**src/hdl/arjb_pkg.sv**
```systemverilog
package arjb_pkg;

  localparam int CAPACITY_DEF    = 32;
  localparam int HANDLE_BITS_DEF = 16;

  localparam int EMA_COEFF   = 1024;
  localparam int UP_SPEED    = 512;
  localparam int PUT_TIMEOUT = 400;
  localparam int DOWN_SLOW   = 6000;
  localparam int DOWN_FAST   = 1000;

  localparam logic [1:0] REQ_PUT   = 2'd0;
  localparam logic [1:0] REQ_GET   = 2'd1;
  localparam logic [1:0] REQ_FLUSH = 2'd2;
  localparam logic [1:0] REQ_TICK  = 2'd3;

  localparam logic [2:0] ST_OK        = 3'd0;
  localparam logic [2:0] ST_LATE      = 3'd1;
  localparam logic [2:0] ST_DUP       = 3'd2;
  localparam logic [2:0] ST_UNDERFLOW = 3'd3;
  localparam logic [2:0] ST_OK_AGAIN  = 3'd4;

  localparam logic [1:0] CFG_MIN      = 2'd0;
  localparam logic [1:0] CFG_MAX      = 2'd1;
  localparam logic [1:0] CFG_ADAPTIVE = 2'd2;

  typedef enum logic [3:0] {
    S_IDLE,
    S_AVG,
    S_AVG2,
    S_EVICT_RD,
    S_EVICT_WR,
    S_SEARCH_RD,
    S_SEARCH_CHK,
    S_SHIFT_RD,
    S_SHIFT_WR,
    S_INSERT,
    S_GET_RD,
    S_GET_DATA,
    S_DONE
  } state_t;

  function automatic logic seq_before(input logic [15:0] x, input logic [15:0] y);
    logic [15:0] d;
    d = x - y;
    return d[15];
  endfunction

endpackage

```
**src/hdl/arjb_slot_mem.sv**
```systemverilog
module arjb_slot_mem import arjb_pkg::*; #(
  parameter int CAPACITY = CAPACITY_DEF,
  parameter int WIDTH    = 104,
  localparam int AW      = (CAPACITY > 1) ? $clog2(CAPACITY) : 1
) (
  input  logic             clk,
  input  logic             wr_en,
  input  logic [AW-1:0]    wr_addr,
  input  logic [WIDTH-1:0] wr_data,
  input  logic [AW-1:0]    rd_addr,
  output logic [WIDTH-1:0] rd_data
);

  logic [WIDTH-1:0] mem [CAPACITY];

  always_ff @(posedge clk) begin
    if (wr_en) begin
      mem[wr_addr] <= wr_data;
    end
    rd_data <= mem[rd_addr];
  end

endmodule
```
**config.mk**
```make
export PLATFORM = sky130hd
export DESIGN_NAME = arjb_slot_mem
export DESIGN_NICKNAME = d
export VERILOG_FILES = /design/src/hdl/arjb_pkg.sv /design/src/hdl/arjb_slot_mem.sv
export SDC_FILE = /design/constraint.sdc
export NUM_CORES = 2
export LEC_CHECK = 0
export BUFFER_PORTS_ARGS = -buffer_cell sky130_fd_sc_hd__buf_2
export CORE_ASPECT_RATIO = 2
export CORE_UTILIZATION = 40
export DETAILED_ROUTE_END_ITERATION = 7
export GPL_TIMING_DRIVEN = 0
export HOLD_SLACK_MARGIN = 0.08
export SLEW_MARGIN = 25
export SYNTH_ARGS = -nofsm -noshare
export SYNTH_HDL_FRONTEND = slang
export SYNTH_SLANG_ARGS = --single-unit
```
**constraint.sdc**
```tcl
create_clock -name clk -period 10.9 [get_ports clk]
set_input_delay 2.18 -clock clk [delete_from_list [all_inputs] [get_ports clk]]
set_output_delay 2.18 -clock clk [all_outputs]
set_load 0.02 [all_outputs]
```
Yosys cells after proc, flatten, opt, wreduce, memory -nomap -nowiden
Memories as Yosys holds them, arrays and structs flattened. A register that Yosys moved wholly into a read port is not among the register bits.
Cells that the tools add are included.

cells by class
  multiplexer cells = 2

operator list
  operator  number
  $mux W1   2

storage, ports and cells
  register bits after elaboration = 0
  RAM bits = 3328
  input bits = 116
  output and inout port bits = 104
  word-level logic and storage cells = 3
  memories kept = 1

memories
  memory  words  width  rd ports  clocked after memory_dff  write ports  line                 RTL
  mem     32     104    1         1                         1            arjb_slot_mem.sv:14  logic [WIDTH-1:0] mem [CAPACITY];

Depth between registers and ports, before layout
  depth after elaboration = 2
  mapped depth = 9
  gate-level depth less buffers = 4

Least setup slack after synthesis
No wires, ideal clock.

  path type = input to register
  start point = input wr_addr[1]
  end point = memory mem[12][0], enable pin
  library setup time = 0.568 ns
  arrival time = 7.169 ns
  required time = 10.332 ns
  slack = 3.163 ns
  stages on the path = 3
  path buffers = 1
  cells stage by stage = or3b_2 -> clkbuf_1 -> nor2_1

RTL lines
  element             line                 RTL
  start: declaration  arjb_slot_mem.sv:8   input logic [AW-1:0] wr_addr,
  end: declaration    arjb_slot_mem.sv:14

No word-level cell before the write port.

==> run summary <==
Initial Utilization -> 40.3%
Slew @ Worst Pin -> 1200 ps
Syn_area_per_cell -> 21.3 um2
Ys Warns -> 0
Distinct cells, synth -> 30
Final hold viol count -> 0
Detail Route Antenna Nets -> 0
Critical path class -> primary input to flop
Clock buffer depth -> 4
Syn nets -> 6156
Core Util, Final -> 47.5%
Pwr dens -> 180 nW/um2
Overall Global Routing Usage -> 23.7%
P_sw -> 6.03 mW
Final setup TNS -> 0 ps
Max-Cap Viols -> 0
Critical path required time -> 11560 ps
RR Startpoint -> mem[15][14]
Adder-cell share of the synthesized area -> 0%
Port buffer count -> 216
Final Power -> 27.3 mW
Register Area -> 102000 um2
Gate power share -> 5.7%
RSZ-0062 raised after global routing -> false
Hold Crit Class -> flop to flop
Iter 0 DRT Violations -> 6538
Netlist Area Pre-Place -> 128000 um2
Detailed Place HPWL -> 278000 um
Nets -> 6940
Critical Path End Type -> flop
Clk root buf -> clkbuf_16
Avg Vias per Cell -> 5.83
Max IR drop VDD -> 0.150 mV
Global-route wire length before repair -> 532000 um
Worst hold endpoint -> rd_data[76]
CP max FO -> 10
Multiplexer share of the synthesized area -> 13.8%
Largest net degree at the start of global routing -> 33
Pleak -> 49.8 nW
Final Skew -> 49.1 ps
CP Launch Type -> primary input
Status -> finished, final reports clean
Post-Synth XOR/XNOR Area -> 0%
Cell count after synthesis -> 6040
Final wirelength -> 389000 um
Switching share of power -> 22.1%
Die area -> 324000 um2
Sequential Power Share -> 54.0%
Initial antenna violation count -> 54
Filler cells -> 26000
Final Cycle Share -> 47.6%
Share of cells above drive strength 1 -> 22.9%
DR vias -> 65400
GP Congestion -> 0.809
WHS Path Cells -> 4
CTS buffer count -> 304
Compound-cell area share of the yosys netlist -> 3.91%
Synth Register Bits -> 3432
CTS sink count -> 3432
Clk pwr share -> 40.3%
Final count of pins violating max slew -> 0
Int Pwr -> 21.2 mW
Post-Place Worst Slack -> 4820 ps
CTS tree -> done
Max_slew headroom -> 19.7%
Number of global-route vias before repair -> 67900
Sequential element share of the synthesized area -> 79.4%
Worst R2R End -> rd_data[14]
Worst-path clk slew -> 70 ps
Largest family of logic cells by synthesized area -> multiplexers
Most used DFF post-synth -> edfxtp_1
R2r setup slk -> 8770 ps
Post-Layout Cell Count -> 11200
FFs w/ async S/R, synth -> 0%
Number of flops mapped to enable cells by yosys -> 3328
Final setup fails -> 0
Setup Buffers After CTS -> 0
Hold_buf cts -> 0
Multi-input logic area -> 24900 um2
FMAX -> 0.193 GHz
Remaining global-route overflow -> 0
R2R depth -> 4
Crit path DAT -> 5840 ps
Residual DRC count -> 0
Fin crit period -> 5180 ps
Cells after DPL -> 10600
Core Area -> 319000 um2
Layout area overhead -> 17.9%
# IOs -> 220
Routed len/inst -> 34.7 um
Simple-gate share of the synthesized area -> 1.46%
Worst hold path startpoint -> mem[5][76]
Final WS setup -> 5720 ps
Die Y -> 803 um
CTS resizes -> 0
H-tree levels -> 5
Clk_lat worst skew -> 920 ps
Die Wd -> 403 um
Drt pass-1 iters -> 5
Row Count -> 293
-- metal layers --
metal | global-route usage [%] | share of wire [%] | vias to the layer above
li1 | - | - | 26900
met1 | 24.8 | 33 | 34700
met2 | 45.0 | 55 | 2726
met3 | 3.74 | 5.9 | 945
met4 | 12.7 | 6.1 | 46
met5 | 0 | 0.074 | -
-- power by group through the flow --
stage          registers [mW]  clock network [mW]  logic (mW)
2_1_floorplan            15.1                   0       0.683
3_3_place_gp             15.0                   0        1.46
3_5_place_dp             15.0                   0        1.55
4_1_cts                  14.7                11.1        1.56
5_1_grt                  14.7                11.6        1.60
6_report                 14.7                11.0        1.54
-- worst max path at each step --
stage	start	to	depth (start not counted)
3_5_place_dp	rd_addr[2]	rd_data[90]	8
4_1_cts	rd_addr[2]	rd_data[90]	8
2_1_floorplan	wr_addr[1]	mem[12][0]	3
3_3_place_gp	wr_addr[1]	mem[8][76]	4
5_1_grt	rd_addr[2]	rd_data[90]	8
6_report	rd_addr[2]	rd_data[96]	8
-- cells in the mapped netlist (5+ instances only) --
cell / count / area, um2
buf_2: 132 / 661
nor2_1: 39 / 146
nand3_1: 210 / 1050
mux2i_1: 804 / 8050
nor2b_1: 19 / 119
dfxtp_1: 104 / 2080
and2_1: 11 / 68.8
a22o_1: 56 / 490
nand2_1: 16 / 60.1
edfxtp_1: 3328 / 99900
buf_1: 16 / 60.1
nand3b_1: 5 / 37.5
clkbuf_1: 126 / 473
buf_4: 56 / 420
mux4_2: 430 / 9680
a22oi_1: 540 / 4050
a31oi_1: 56 / 350
nand4_1: 48 / 300
buf_6: 16 / 180
a2bb2oi_1: 14 / 123
-- cell families after synthesis --
group | after synthesis
DFF | 3432
muxes | 1234
AOI/OAI and AO/OA | 666
and+or+nand+nor | 361
buffers and inverters | 347
-- layout make-up --
type	instances	area share, %
diodes	19	0.0314
plain buffers	347	1.21
clock buffers	399	5.51
clock inverters	153	1.05
multi-input cells	2261	16.4
flip-flops and latches	3432	67.4
well taps	4130	3.41
repair buffers	478	5.00
-- cells in the final DEF (no fill, tap or decap), drive strengths merged --
cell / n
nor2: 40
dfxtp: 104
a22o: 56
or3: 1
edfxtp: 3328
and2: 13
clkbuf: 526
nand3b: 5
a2bb2oi: 14
buf: 698
and2b: 1
bufinv: 27
clkinvlp: 15
nand3: 210
nor3: 3
nor2b: 19
clkinv: 95
nand4: 48
a31oi: 56
mux4: 430
a22oi: 540
mux2i: 804
and3b: 1
or3b: 2
inv: 16
nand2: 16
and3: 2
diode: 19
-- critical path: stages --
cell and delay [ps]:
buf_2 250, buf_6 260, buf_2 600, buf_4 540, buf_2 550, mux4_2 390, a22oi_1 550, nand3_1 430
-- registers in the layout, summed over array words and instances (netlist names) --
register,cells
mem,3328
rd_data,104
-- per-stage QoR --
step / instance area (um2) / hold WS, ps
2_1_floorplan: 128000 / 575
3_3_place_gp: 135000 / 632
3_5_place_dp: 141000 / 650
4_1_cts: 151000 / 659
5_1_grt: 151000 / 694
6_report: 151000 / 639
No activity file was read; power rests on OpenSTA's default activity.
